$ cat config.mk
export PLATFORM = sky130hd
export DESIGN_NAME = rv_sqrt
export DESIGN_NICKNAME = d
export VERILOG_FILES = /design/src/rtl/core/rv_pkg.sv /design/src/rtl/core/rv_sqrt.sv
export SDC_FILE = /design/constraint.sdc
export NUM_CORES = 2
export LEC_CHECK = 0
export BUFFER_PORTS_ARGS = -buffer_cell sky130_fd_sc_hd__buf_2
export CELL_PAD_IN_SITES_DETAIL_PLACEMENT = 0
export CELL_PAD_IN_SITES_GLOBAL_PLACEMENT = 1
export CORE_ASPECT_RATIO = 0.5
export CORE_MARGIN = 8
export CORE_UTILIZATION = 49
export DETAILED_ROUTE_END_ITERATION = 12
export GPL_TIMING_DRIVEN = 0
export PLACE_DENSITY_LB_ADDON = 0.3
export SKIP_CTS_REPAIR_TIMING = 1
export SLEW_MARGIN = 25
export SYNTH_ARGS = -nofsm -noshare
export SYNTH_HDL_FRONTEND = slang
export SYNTH_SLANG_ARGS = --single-unit
$ cat constraint.sdc
create_clock -name clk_i -period 2.6 [get_ports clk_i]
set_clock_uncertainty 0.1 [all_clocks]
set_input_delay 0.78 -clock clk_i [delete_from_list [all_inputs] [get_ports clk_i]]
set_output_delay 0.78 -clock clk_i [all_outputs]
set_load 0.01 [all_outputs]
$ cat src/rtl/core/rv_pkg.sv
// Shared types, widths and arithmetic helpers for the refraction pipeline.
// Used by rv_front, rv_sqrt, rv_back and refract_vector; depends on nothing.
`timescale 1ns / 1ps
package rv_pkg;

  localparam int FracBits = 14;
  localparam int CompW    = 16;
  localparam int EtaFrac  = 12;
  localparam int EtaW     = 16;

  // Widths of the intermediate terms at these fixed component formats.
  localparam int EiW      = 21;  // eta * component, rounded to Q.14
  localparam int EdW      = 21;  // eta * d, rounded to Q.14
  localparam int KW       = 16;  // k after clamping below 4.0
  localparam int SqInW    = KW + FracBits;
  localparam int SqSteps  = SqInW / 2;
  localparam int RootW    = 16;
  localparam int RemW     = 17;

  localparam logic signed [63:0] One     = 64'sd1 <<< FracBits;
  localparam logic signed [63:0] CompMax = (64'sd1 <<< (CompW - 1)) - 64'sd1;
  localparam logic signed [63:0] CompMin = -(64'sd1 <<< (CompW - 1));
  localparam logic signed [63:0] KMax    = (64'sd4 <<< FracBits) - 64'sd1;

  typedef logic signed [CompW-1:0] comp_t;
  typedef logic signed [EiW-1:0]   ei_t;

  // Data that rides alongside the square root.
  typedef struct packed {
    comp_t [2:0] nv;
    ei_t   [2:0] ei;
    logic signed [EdW-1:0] ed;
    logic        tir;
  } side_t;

  // Divide by 2^s, rounding to nearest with ties away from zero.
  function automatic logic signed [63:0] rnd_shift(logic signed [63:0] x, int unsigned s);
    logic signed [63:0] h;
    logic signed [63:0] neg;
    h   = 64'sd1 <<< (s - 1);
    neg = $signed({63'd0, x[63]});
    return (x + h - neg) >>> s;
  endfunction

  // Saturate to the signed component range.
  function automatic comp_t sat_comp(logic signed [63:0] x);
    logic signed [63:0] y;
    y = (x > CompMax) ? CompMax : ((x < CompMin) ? CompMin : x);
    return y[CompW-1:0];
  endfunction

endpackage

$ cat src/rtl/core/rv_sqrt.sv
// Pipelined square root of k * 2^14, one result bit per stage.
// Depends on rv_pkg.
`timescale 1ns / 1ps
module rv_sqrt import rv_pkg::*; (
  input  logic             clk_i,
  input  logic             rst_ni,
  input  logic             en_i,
  input  logic             valid_i,
  input  logic [KW-1:0]    k_i,
  input  side_t            side_i,
  output logic             valid_o,
  output logic [RootW-1:0] root_o,
  output logic [RemW-1:0]  rem_o,
  output side_t            side_o
);

  logic             vld_q  [SqSteps];
  logic [SqInW-1:0] val_q  [SqSteps];
  logic [RemW-1:0]  rem_q  [SqSteps];
  logic [RootW-1:0] root_q [SqSteps];
  side_t            side_q [SqSteps];

  for (genvar g = 0; g < SqSteps; g++) begin : g_step
    logic             vld_p;
    logic [SqInW-1:0] val_p;
    logic [RemW-1:0]  rem_p;
    logic [RootW-1:0] root_p;
    side_t            side_p;
    logic [RemW+1:0]  rem_sh;
    logic [RemW+1:0]  trial;
    logic             take;

    if (g == 0) begin : g_first
      assign vld_p  = valid_i;
      assign val_p  = {k_i, {FracBits{1'b0}}};
      assign rem_p  = '0;
      assign root_p = '0;
      assign side_p = side_i;
    end else begin : g_next
      assign vld_p  = vld_q[g-1];
      assign val_p  = val_q[g-1];
      assign rem_p  = rem_q[g-1];
      assign root_p = root_q[g-1];
      assign side_p = side_q[g-1];
    end

    // Bring down the next two bits and try to subtract 4*root + 1.
    always_comb begin
      rem_sh = {rem_p, val_p[SqInW-1-2*g -: 2]};
      trial  = {1'b0, root_p, 2'b01};
      take   = rem_sh >= trial;
    end

    always_ff @(posedge clk_i or negedge rst_ni) begin
      if (!rst_ni) begin
        vld_q[g] <= 1'b0;
      end else if (en_i) begin
        vld_q[g] <= vld_p;
      end
    end

    always_ff @(posedge clk_i) begin
      if (en_i) begin
        val_q[g]  <= val_p;
        side_q[g] <= side_p;
        rem_q[g]  <= take ? RemW'(rem_sh - trial) : RemW'(rem_sh);
        root_q[g] <= {root_p[RootW-2:0], take};
      end
    end
  end

  assign valid_o = vld_q[SqSteps-1];
  assign root_o  = root_q[SqSteps-1];
  assign rem_o   = rem_q[SqSteps-1];
  assign side_o  = side_q[SqSteps-1];

endmodule

; ---- Word-level counts from Yosys, hierarchy flattened
; Memories as Yosys holds them, arrays and structs flattened.
; Cells that the tools add are included.
[classes]
n_mux = 17
n_eq_ne = 0
n_bitwise = 0
mul = 0
add_sub_neg = 15
shifts = 0
reduce_logical = 0
n_div = 0
order_cmp = 15
[op_table]
columns = op, n
row1 = greater-or-equal comparator 19 x 18 -> 1 bit, 14
row2 = two-way mux 17 bit, 15
row3 = subtractor 17 bit, 14
row4 = subtractor 2 x 1 -> 3 bit (second input constant), 1
row5 = greater-or-equal comparator 2 x 1 -> 1 bit (second input constant), 1
row6 = two-way mux 1 bit, 2
[word_totals]
ff_bits = 15
input_bits = 153
latchBits = 0
mem_bits_rw = 2940
mem_bits_ro = 0
out_inout_bits = 167
n_memories = 4
[mem_list]
columns = memory, words, word_bits, read_ports, rd_ports_with_merged_regs, write_ports, line
row1 = side_q, 15, 133, 15, 0, 15, rv_sqrt.sv:21  ; side_t side_q [SqSteps];
row2 = val_q, 15, 30, 14, 0, 15, rv_sqrt.sv:18  ; logic [SqInW-1:0] val_q [SqSteps];
row3 = rem_q, 15, 17, 15, 0, 15, rv_sqrt.sv:19  ; logic [RemW-1:0] rem_q [SqSteps];
row4 = root_q, 15, 16, 15, 0, 15, rv_sqrt.sv:20  ; logic [RootW-1:0] root_q [SqSteps];

; ---- Depth between registers and ports, before layout
; An unclocked memory read counts as a cell.
[logic_depth]
ltp_word = 3
ltp_mapped = 10

; ---- Worst setup path after synthesis
; OpenSTA, ideal clock, no wires.
[synth_path]
path_type = register to register
startpoint = memory rem_q[12][0], in the netlist rem_q[1][68]
endpoint = memory rem_q[13][14], in the netlist rem_q[1][99] (data pin)
arrival_time_ns = 2.427
setup_time_ns = 0.260
synth_period_minus_slack_ns = 2.787
slack_ns = -0.187
n_path_buf = 0
path_stages_with_launch = 9
cell_sequence = edfxtp_1 ha_1 fa_1 a211oi_1 nor2_1 o311ai_0 o21ba_2 a211oi_1 mux2_2
[synth_rtl]
columns = element, line
row1 = start: declaration, rv_sqrt.sv:19

==> metrics.md <==
| Metric | Value |
|---|---|
| Status | `complete, but fails checks` |
| Failing checks | `negative setup slack` |
| Final hold vios | `0` |
| DR WL/cell | `between 15 and 20 um` |
| Yosys cell types | `between 60 and 70` |
| Gpl congestion | `around 0.84` |
| Slew HR | `52.5%` |
| Area leader, netlist | `edfxtp_1` |
| Cts bufs inserted | `slightly above 200` |
| Share of layout cells above drive strength 1 | `19.9%` |
| Minimum clock period | `2.73 ns` |
| Core ar. | `roughly 160000 sq um` |
| H-tree depth | `4` |
| Multi-input logic area | `9280 sq um` |
| Tcrit/Tclk final | `105%` |
| CP startpoint kind | `flop` |
| Yosys top cell area share | `88.5%` |
| CP required | `3.05 ns` |
| Storage element area | `72500 sq um` |
| # DRC | `0` |
| Site Rows | `105` |
| Crit. End Element | `flop` |
| Max Buffers Root-to-Sink | `4` |
| Worst Setup Slack, final | `-0.133 ns` |
| Via/cell ratio | `roughly 4.9` |
| Hold Path Class | `input pin to flop` |
| Synthesis-stage register bit count | `2416` |
| CTS tree | `built` |
| Max-cap violation count | `0` |
| Nets | `4779` |
| Fin util | `58.4%` |
| Largest net degree at the start of global routing | `144` |
| Mux cell area share after synthesis | `1.14%` |
| Final ANT Viol Nets | `0` |
| Synth Area in Compound Gates | `2.51%` |
| Clock transition at path regs | `around 0.06 ns` |
| Number of global-route vias before repair | `32507` |
| Post-synth EDFFs | `2401` |
| Synth Cell Area | `just over 80000 sq um` |
| Largest family of logic cells by synthesized area | `simple AND/OR/NAND/NOR gates` |
| Total clock sinks | `2416` |
| # fillers | `11825` |
| DIE AREA | `~180000 sq um` |
| GRT Resource Usage Total | `11.1%` |
| Synth Area in XOR/XNOR | `under 10%` |
| Fmax | `between 300 and 400 MHz` |
| Data arrival time of the critical path | `3.18 ns` |
| VDD IR-drop max | `0.937 mV` |
| Post-synth ARST share | `less than 1%` |
| Die Ht | `304 um` |
| Adder-Cell Fraction of Synth Area | `approximately 2.1%` |
| Cell Pwr Density | `around 830 nW/um^2` |
| Initial core utilization | `between 40% and 50%` |
| Most frequent cells in the layout | `2401 x edfxtp_1, 319 x buf_2, 234 x clkbuf_16` |
| Critical path type | `flop to flop` |
| DP Wirelength | `61.3 mm` |
| Measured slew at the worst slew-check pin | `0.713 ns` |
| Sequential area share after synthesis | `89.0%` |
| Clk Latency, worst-skew pair | `0.82 ns` |
| RSZ-0062 raised after global routing | `yes` |
| Final setup vio count | `25` |
| Initial DRC count | `2165` |
| Post-synthesis simple-gate area fraction | `2.88%` |
| Initial antenna violation count | `7` |
| Ports | `320` |
| Slew Limit Fails | `0` |
| Die X | `about 590 um` |
| Remaining global-route overflow | `0` |
| Crit-path max FO | `6` |
| Dpl ws | `-3.46 ns` |
| DR vias | `33538` |
| Area growth from synthesis to layout | `17.9%` |
| First-pass GRT wire length | `~160 mm` |
| DR pass1 iterations | `5` |
| Pleak | `0.0337 uW` |
| Root Driver | `clkbuf_16` |
| Post-Route WL | `113 mm` |
| Syn Inst Count | `3743` |
| Top_reg_cell synth | `edfxtp_1` |
| Largest cells by area after synthesis | `edfxtp_1 89%, ha_1 1.9%, mux2_2 1.0%` |
| Syn avg cell area | `21.8 sq um` |
| IO Port Bufs | `between 300 and 400` |
| Yosys warning total | `0` |
| Commonest non-fill, non-tap cell in the layout | `edfxtp_1` |
## synth_stat cells (all sizes together) (6+ instances only)
cell type and count:
clkbuf 22, ha 123, nand3b 9, and3 7, dfrtp 15, o31ai 6, a211oi 20, a31oi 12
xor2 61, nand4 16, a21oi 107, xnor2 81, mux2i 7, mux2 76, or3 22, o21ai 69
nor2b 20, nor2 129, a21o 25, inv 158, o21a 24, nand3 42, edfxtp 2401, o21bai 10
fa 7, o211ai 9, nand2b 13, nor4 30, nand4b 8, nand2 66, or4 13, nor3 55
or2 6, buf 7, and2 9
## final timing paths
kind,start,to,slack (ns),depth (start not counted)
max in group asynchronous,rst_ni,g_step[11].vld_p,1.84,2
worst min register to register,side_q[13][66],side_q[14][66],0.30,0
min in group asynchronous,rst_ni,g_step[2].vld_p,0.29,2
worst min-delay path,side_i[4],side_q[0][4],0.08,1
worst max register to register,rem_q[0][95],rem_q[0][109],-0.13,7
worst max-delay path,rem_q[0][95],rem_q[0][109],-0.13,7
## power by group
part	switching, uW	leakage, uW	internal, uW
sequential	973	0.0235	46000
combinational	2680	0.00724	2170
clock	12900	0.00297	15200
total	16600	0.0337	63400
## cell families (layout without fill, tap and decap cells)
family	after synthesis	in the layout
simple gates	457	457
buf+inv	188	1092
xor+xnor	142	142
compound gates	326	326
fa+ha+maj	130	130
mux	83	83
flops	2416	2416
other cells	1	4
## state kept, by name (all words and copies together), names as in the netlist
name          count
valid_o           1
g_step.vld_p     14
side_q         1995
root_q          120
val_q            56
rem_q           230
## layout make-up
| type | instances | area share (%) |
|---|---|---|
| Inverter | 159 | 0.624 |
| Clock inverter | 109 | 0.809 |
| Buffer | 25 | 0.188 |
| Tap cell | 2193 | 2.86 |
| Clock buffer | 249 | 5.52 |
| Multi-Input combinational cell | 1140 | 9.67 |
| Antenna cell | 2 | 0.00521 |
| Sequential cell | 2416 | 75.5 |
| Timing Repair Buffer | 550 | 4.82 |
## through the flow
step	std cells	setup TNS (ns)	area [sq um]	total power, uW	hold slack [ns]
final	6843	-1.43	96000	80000	0.0787
after global routing	6841	-6.25	96000	83300	0.00164
after CTS	6632	-1102.78	92400	80300	-0.329
after detailed placement	6274	-2518.89	86400	51900	0.305
after global placement	6255	-	85800	51300	0.300
after floorplan	3744	0	81500	49900	0.300
## worst max-delay path, cell delays in order, from the launching register on
cell	delay, ns
edfxtp_1	0.42
or3_4	0.41
or3_4	0.34
or3_4	0.41
nor4_4	0.28
buf_6	0.17
inv_4	0.05
mux2_4	0.28
## routing by layer
layer	global-route usage [%]	share of wire [%]
met1	13.5	42
met2	19.1	51
met3	3.02	4.7
met4	4.07	2.6
met5	0	0
No activity file was read; power rests on OpenSTA's default activity.
