## src/rtl/core/rv_pkg.sv

```systemverilog
// Shared types, widths and arithmetic helpers for the refraction pipeline.
// Used by rv_front, rv_sqrt, rv_back and refract_vector; depends on nothing.
`timescale 1ns / 1ps
package rv_pkg;

  localparam int FracBits = 14;
  localparam int CompW    = 16;
  localparam int EtaFrac  = 12;
  localparam int EtaW     = 16;

  // Widths of the intermediate terms at these fixed component formats.
  localparam int EiW      = 21;  // eta * component, rounded to Q.14
  localparam int EdW      = 21;  // eta * d, rounded to Q.14
  localparam int KW       = 16;  // k after clamping below 4.0
  localparam int SqInW    = KW + FracBits;
  localparam int SqSteps  = SqInW / 2;
  localparam int RootW    = 16;
  localparam int RemW     = 17;

  localparam logic signed [63:0] One     = 64'sd1 <<< FracBits;
  localparam logic signed [63:0] CompMax = (64'sd1 <<< (CompW - 1)) - 64'sd1;
  localparam logic signed [63:0] CompMin = -(64'sd1 <<< (CompW - 1));
  localparam logic signed [63:0] KMax    = (64'sd4 <<< FracBits) - 64'sd1;

  typedef logic signed [CompW-1:0] comp_t;
  typedef logic signed [EiW-1:0]   ei_t;

  // Data that rides alongside the square root.
  typedef struct packed {
    comp_t [2:0] nv;
    ei_t   [2:0] ei;
    logic signed [EdW-1:0] ed;
    logic        tir;
  } side_t;

  // Divide by 2^s, rounding to nearest with ties away from zero.
  function automatic logic signed [63:0] rnd_shift(logic signed [63:0] x, int unsigned s);
    logic signed [63:0] h;
    logic signed [63:0] neg;
    h   = 64'sd1 <<< (s - 1);
    neg = $signed({63'd0, x[63]});
    return (x + h - neg) >>> s;
  endfunction

  // Saturate to the signed component range.
  function automatic comp_t sat_comp(logic signed [63:0] x);
    logic signed [63:0] y;
    y = (x > CompMax) ? CompMax : ((x < CompMin) ? CompMin : x);
    return y[CompW-1:0];
  endfunction

endpackage

```

## src/rtl/core/rv_back.sv

```systemverilog
// Back stages: rounded sqrt, a = eta*d + sqrt(k), and t = eta*i - a*n.
// Depends on rv_pkg; holds the output register.
`timescale 1ns / 1ps
module rv_back import rv_pkg::*; (
  input  logic             clk_i,
  input  logic             rst_ni,
  input  logic             en_i,
  input  logic             valid_i,
  input  logic [RootW-1:0] root_i,
  input  logic [RemW-1:0]  rem_i,
  input  side_t            side_i,
  output logic             valid_o,
  output comp_t [2:0]      t_o,
  output logic             tir_o
);

  logic va_q, vb_q, vc_q;
  logic signed [21:0] a_q;
  side_t sa_q, sb_q;
  logic signed [23:0] qn_q [3];
  logic signed [16:0] rn_q [3];
  comp_t [2:0] t_q;
  logic tir_q;

  logic [RootW-1:0] s_w;
  logic signed [21:0] a_d;
  logic signed [7:0] q_w;
  logic signed [FracBits:0] r_w;
  logic signed [23:0] qn_d [3];
  logic signed [16:0] rn_d [3];
  comp_t [2:0] t_d;
  logic signed [63:0] tw;

  // Round the root to nearest and add eta*d.
  always_comb begin
    s_w = root_i + RootW'(rem_i > RemW'(root_i));
    a_d = 22'(side_i.ed) + $signed({6'd0, s_w});
  end

  // Split a into whole and fraction parts for the scaling by n.
  always_comb begin
    q_w = a_q[21:FracBits];
    r_w = $signed({1'b0, a_q[FracBits-1:0]});
    for (int j = 0; j < 3; j++) begin
      qn_d[j] = 24'(q_w * sa_q.nv[j]);
      rn_d[j] = 17'(rnd_shift(64'(r_w * sa_q.nv[j]), FracBits));
    end
  end

  // Final difference, saturated; zero on total internal reflection.
  always_comb begin
    tw = '0;
    for (int j = 0; j < 3; j++) begin
      tw     = 64'(sb_q.ei[j]) - (64'(qn_q[j]) + 64'(rn_q[j]));
      t_d[j] = sb_q.tir ? '0 : sat_comp(tw);
    end
  end

  always_ff @(posedge clk_i or negedge rst_ni) begin
    if (!rst_ni) begin
      va_q <= 1'b0; vb_q <= 1'b0; vc_q <= 1'b0;
    end else if (en_i) begin
      va_q <= valid_i; vb_q <= va_q; vc_q <= vb_q;
    end
  end

  always_ff @(posedge clk_i) begin
    if (en_i) begin
      a_q   <= a_d;
      sa_q  <= side_i;
      qn_q  <= qn_d;
      rn_q  <= rn_d;
      sb_q  <= sa_q;
      t_q   <= t_d;
      tir_q <= sb_q.tir;
    end
  end

  assign valid_o = vc_q;
  assign t_o     = t_q;
  assign tir_o   = tir_q;

endmodule

```

## config.mk

```make
export PLATFORM = sky130hd
export DESIGN_NAME = rv_back
export DESIGN_NICKNAME = d
export VERILOG_FILES = /design/src/rtl/core/rv_pkg.sv /design/src/rtl/core/rv_back.sv
export SDC_FILE = /design/constraint.sdc
export NUM_CORES = 2
export LEC_CHECK = 0
export BUFFER_PORTS_ARGS = -buffer_cell sky130_fd_sc_hd__buf_4
export CORE_MARGIN = 4
export CORE_UTILIZATION = 55
export DETAILED_ROUTE_END_ITERATION = 10
export GPL_TIMING_DRIVEN = 0
export PLACE_DENSITY = 0.72
export SLEW_MARGIN = 20
export SYNTH_ARGS = -nofsm -noshare
export SYNTH_HDL_FRONTEND = slang
export SYNTH_SLANG_ARGS = --single-unit
```

## constraint.sdc

```tcl
create_clock -name clk_i -period 16.5 [get_ports clk_i]
set_input_delay 2.475 -clock clk_i [delete_from_list [all_inputs] [get_ports clk_i]]
set_output_delay 2.475 -clock clk_i [all_outputs]
set_load 0.005 [all_outputs]
```

# == Word level (Yosys, flattened, before mapping) ==
# Index checks and enable logic that the tools add are counted.
# W data, S select, Z words.
# totals
ff_bits,373
elab_cells,64
inputBits,170
output_inout_bits,50
# op_classes
n_lt_le_gt_ge,7
mul,6
n_reduce_logical,3
n_addsub,14
n_mux,6
# op_table
cell,n
$add A31 B15 Y31 const B,3
$mul A15 B16 Y31,3
$sub A31 B2 Y31,3
$gt A26 B16 Y1 const B,3
$lt A26 B16 Y1 const B,3
$sub A21 B25 Y26,3
$add A24 B17 Y25,3
$mul A8 B16 Y24,3
$mux W16,3
$mux W15,3
$add A21 B17 Y22,1
$gt A17 B16 Y1,1
$add A16 B1 Y16,1
$reduce_or A2 Y1,3

# == Depth between registers and ports, before layout ==
# logic_depth
word_depth,5
ltp_mapped,39
ltp_nobuf,37

# == Least setup slack after synthesis ==
# No wires, ideal clock.
# synth_timing
kind,flip-flop to flip-flop
start,register a_q[0]
end,"register rn_q[50] (netlist name), data pin"
n_path_buf,2
t_arrival_ns,7.928
required_time_ns,16.231
synth_period_minus_slack_ns,8.197
path_stages_with_launch,40
path_slack_ns,8.303
setup_time_ns,0.269
path_cell_list,edfxtp_1 clkbuf_1 clkbuf_1 and2_1 fa_1 inv_1 fa_1 inv_1 fa_1 inv_1 fa_1 inv_1 fa_1 inv_1 fa_1 inv_1 ha_1 o21ai_0 [4 not listed] o31ai_1 a21oi_1 nor2_1 nor2_1 xor2_1 ha_1 a21o_1 nand2_1 nand2_1 a21o_1 a21oi_1 nor2b_1 o21ai_0 nand2_1 a21oi_1 o21ai_0 xnor2_1 xor3_1
# synth_lines
element,line,text
start: declaration,rv_back.sv:18,logic signed [21:0] a_q;
start signal: assignment,rv_back.sv:69,a_q <= a_d;
end signal: assignment,rv_back.sv:72,rn_q <= rn_d;
end: declaration,rv_back.sv:21,logic signed [16:0] rn_q [3];

==> summary.txt <==
Status
  • Result of the run: complete, no violations

Logic synthesis
  • Number of flops mapped to enable cells by yosys: 370
  • Number of nets in the synthesized netlist: roughly 8000
  • Seq/Total Area, Yosys: 0.183
  • Netlist area before placement: between 0.06 and 0.07 mm²
  • Top FF cell, synth: edfxtp_1
  • Dominant cell type by area after synthesis: fa_1
  • Number of register bits inferred by synthesis: between 300 and 400
  • Yosys top cell area share: 0.340
  • Cells after synthesis: 6206
  • Async S/R FF share, synth: 0.00804
  • Synth warn: 0
  • Unique masters post-synth: 84
  • Area contributors post-synth: fa_1 (34%), edfxtp_1 (18%), ha_1 (11%)
  • Avg Synthesized Cell Area: about 9.8 µm²

Clocking
  • Number of levels the H-tree was split into: 2
  • Number of buffers added by the clock tree synthesis step: 44
  • Clock Sinks: ~370
  • CTS root buffer: clkbuf_16
  • CTS tree: done
  • Post-CTS Hold Fix Bufs: 0
  • Clock-pin slew reported for the worst setup and hold paths after clock tree synthesis: approximately 0.06 ns
  • Clock Latency Late Sink: ~0.65 ns
  • Max Root-Sink Buffers: 3
  • Post-CTS setup repair buffer count: 0
  • Number of gates resized after cts: 0

Timing
  • Min Clock Period, post-route: about 11 ns
  • Rel. slew slack: 0.108
  • Final Skew: 0.0510 ns
  • Final Max Tran Viols: 0
  • RSZ-0062 raised after global routing: no
  • Fraction of the cycle the final worst path needs: 0.683
  • Setup Total Neg Slack: 0 ns
  • Final Worst Setup Slack: 5.23 ns
  • Total setup violations reported at the end of the flow: 0
  • Actual slew at the worst max-slew pin: roughly 1.3 ns
  • Hold slack: ~0.42 ns
  • Maximum operating frequency: between 80 and 90 MHz
  • Fin. Hold Viols: 0

Flow run
  • Max cap viols: 0

GRT
  • Vias in the first global route: around 46000
  • First-pass GRT wire length: ~260 mm
  • Overall track demand over capacity in global routing: 0.292
  • Largest net degree at the start of global routing: 106
  • Number of antenna violations at the first check in global routing: 17
  • Total congestion overflow: 0

Worst setup path
  • Crit Reg-Reg Startpoint: a_q[0]
  • Crit path from: a_q[0]
  • Cells along the critical path: clkbuf_1, clkbuf_1, nand2_1, fa_1, fa_1, inv_1, fa_1, fa_1, fa_1, fa_1, ha_1, o41ai_1, nand2_1, xor2_1, inv_1, ha_1, clkbuf_1, a21o_1, a21o_1, a21o_1, o41ai_1, o21ai_0, xor2_1
  • Data required time of the worst path: approximately 17 ns
  • Worst-path fanout max: 10
  • Peak per-stage delay on the critical path: between 1 and 1.5 ns
  • Family with the most delay on the worst path: adder cells
  • Crit. End Element: register
  • CP most frequent cell: fa_1
  • Worst setup path category: reg -> reg
  • Reg-to-reg setup timing slack: ~5.2 ns
  • Arrival time at the worst endpoint: between 10 and 15 ns
  • Cell at the slowest stage of the critical path: o41ai_1
  • Worst path buffer plus inverter count: 5
  • Crit start category: register

Finish
  • Commonest cells after routing, fill and taps aside: inv_1 (1305), fa_1 (1036), and2_1 (647), ha_1 (560), nand2_1 (500)
  • Layout Nets: just over 8000
  • Area growth from synthesis to layout: 8.18%
  • Commonest non-fill, non-tap cell in the layout: inv_1
  • Fill count: roughly 9300
  • Fraction of final layout cells with drive strength greater than 1: 0.0497

Routing
  • Ratio of routed vias to standard cells: 5.51
  • Routed len/inst: approximately 21 µm
  • Post-route DRC: 0
  • Total Wirelength: ~170 mm
  • Pre-Repair DR Iteration Count: 7
  • Final antenna-violating net count: 0
  • Total vias in the final route: 44016
  • Number of DRC violations after detailed-routing iteration 0: roughly 3200

Floorplanning
  • Core Area: 0.109 mm²
  • Site Rows: approximately 120
  • Die extent in x: ~340 µm
  • Chip height: approximately 340 µm
  • Starting Density: 0.557
  • I/O pins: 220
  • Total die area: ~0.12 mm²

Placed design
  • Gp weighted congestion: between 0.9 and 1
  • Number of I/O port buffers: around 220
  • Placement Setup Slack: between 5 and 6 ns
  • Hpwl dp: 138 mm

Worst hold path
  • Hold crit path type: reg -> reg
  • Start point of the worst hold path: sa_q[24]
==> Yosys cell counts (52+ instances only) <==
library cell / n
nand2_1: 500
xnor2_1: 218
xor2_1: 96
a21oi_1: 224
o21ai_0: 127
fa_1: 1036
inv_1: 1305
a21o_1: 128
nand3_1: 58
o21a_1: 52
nand2b_1: 79
nor2_1: 145
ha_1: 560
and2_1: 647
clkbuf_1: 218
edfxtp_1: 370
==> worst register-to-register path: stages (launching register included) <==
cell	delay [ns]
edfxtp_1	0.80
clkbuf_1	0.65
clkbuf_1	0.71
nand2_1	0.36
fa_1	0.84
fa_1	0.57
inv_1	0.34
fa_1	0.51
fa_1	0.57
fa_1	0.43
fa_1	0.47
ha_1	0.31
o41ai_1	1.10
nand2_1	0.32
xor2_1	0.73
inv_1	0.11
ha_1	0.29
clkbuf_1	0.20
a21o_1	0.20
a21o_1	0.17
a21o_1	0.19
o41ai_1	0.73
o21ai_0	0.21
xor2_1	0.18
==> per-layer routing <==
layer	part of all wire	global-route usage	vias to the layer above	routed length (µm)
li1	-	-	19970	-
met1	0.42	0.407	21959	70100
met2	0.42	0.433	1764	70700
met3	0.12	0.0951	315	19200
met4	0.039	0.0984	8	6550
met5	0.00044	0	-	74
==> per-stage QoR <==
stage	utilization	area, µm²	instances
after global routing	0.603	66000	7980
after CTS	0.603	66000	7980
after floorplan	-	61000	6206
final	0.603	66000	7986
after detailed placement	0.590	64600	7904
after global placement	0.589	64500	7901
==> flip-flops by register name (all words and copies together), names as in the netlist <==
name     cells
sa_q       112
qn_q        72
sb_q        64
rn_q        51
t_o         48
a_q         22
tir_o        1
va_q         1
valid_o      1
vb_q         1
==> cells by family after synthesis <==
kind of cell | Yosys count | synth area share
adders and majority gates | 1596 | 0.455
DFF | 373 | 0.183
muxes | 4 | 0.000738
xor gates and xnor gates | 317 | 0.0462
buffers and inverters | 1530 | 0.0944
AOI/OAI and AO/OA | 766 | 0.0820
and+or+nand+nor | 1620 | 0.139
==> final timing paths <==
check,end,cells past startpoint
hold reg to reg,sb_q[24],0
max in group asynchronous,va_q,1
setup / recovery,rn_q[15],23
min in group asynchronous,valid_o,1
setup reg to reg,rn_q[15],23
hold / removal,sb_q[24],0
==> final cells by class <==
cell class / count / area (µm²) / area share
multi-input combinational: 4303 / 44100 / 0.668
sequential: 373 / 11200 / 0.169
inverter: 1306 / 4900 / 0.0743
tap: 1476 / 1850 / 0.0280
timing repair buffer: 222 / 1730 / 0.0263
clock buffer: 51 / 1150 / 0.0174
buffer: 224 / 858 / 0.0130
clock inverter: 25 / 246 / 0.00373
antenna: 6 / 15.0 / 0.000227
Power is left out: the tool's default activity adds up to more than one toggle a clock period on the data nets, which glitch-free logic cannot reach.
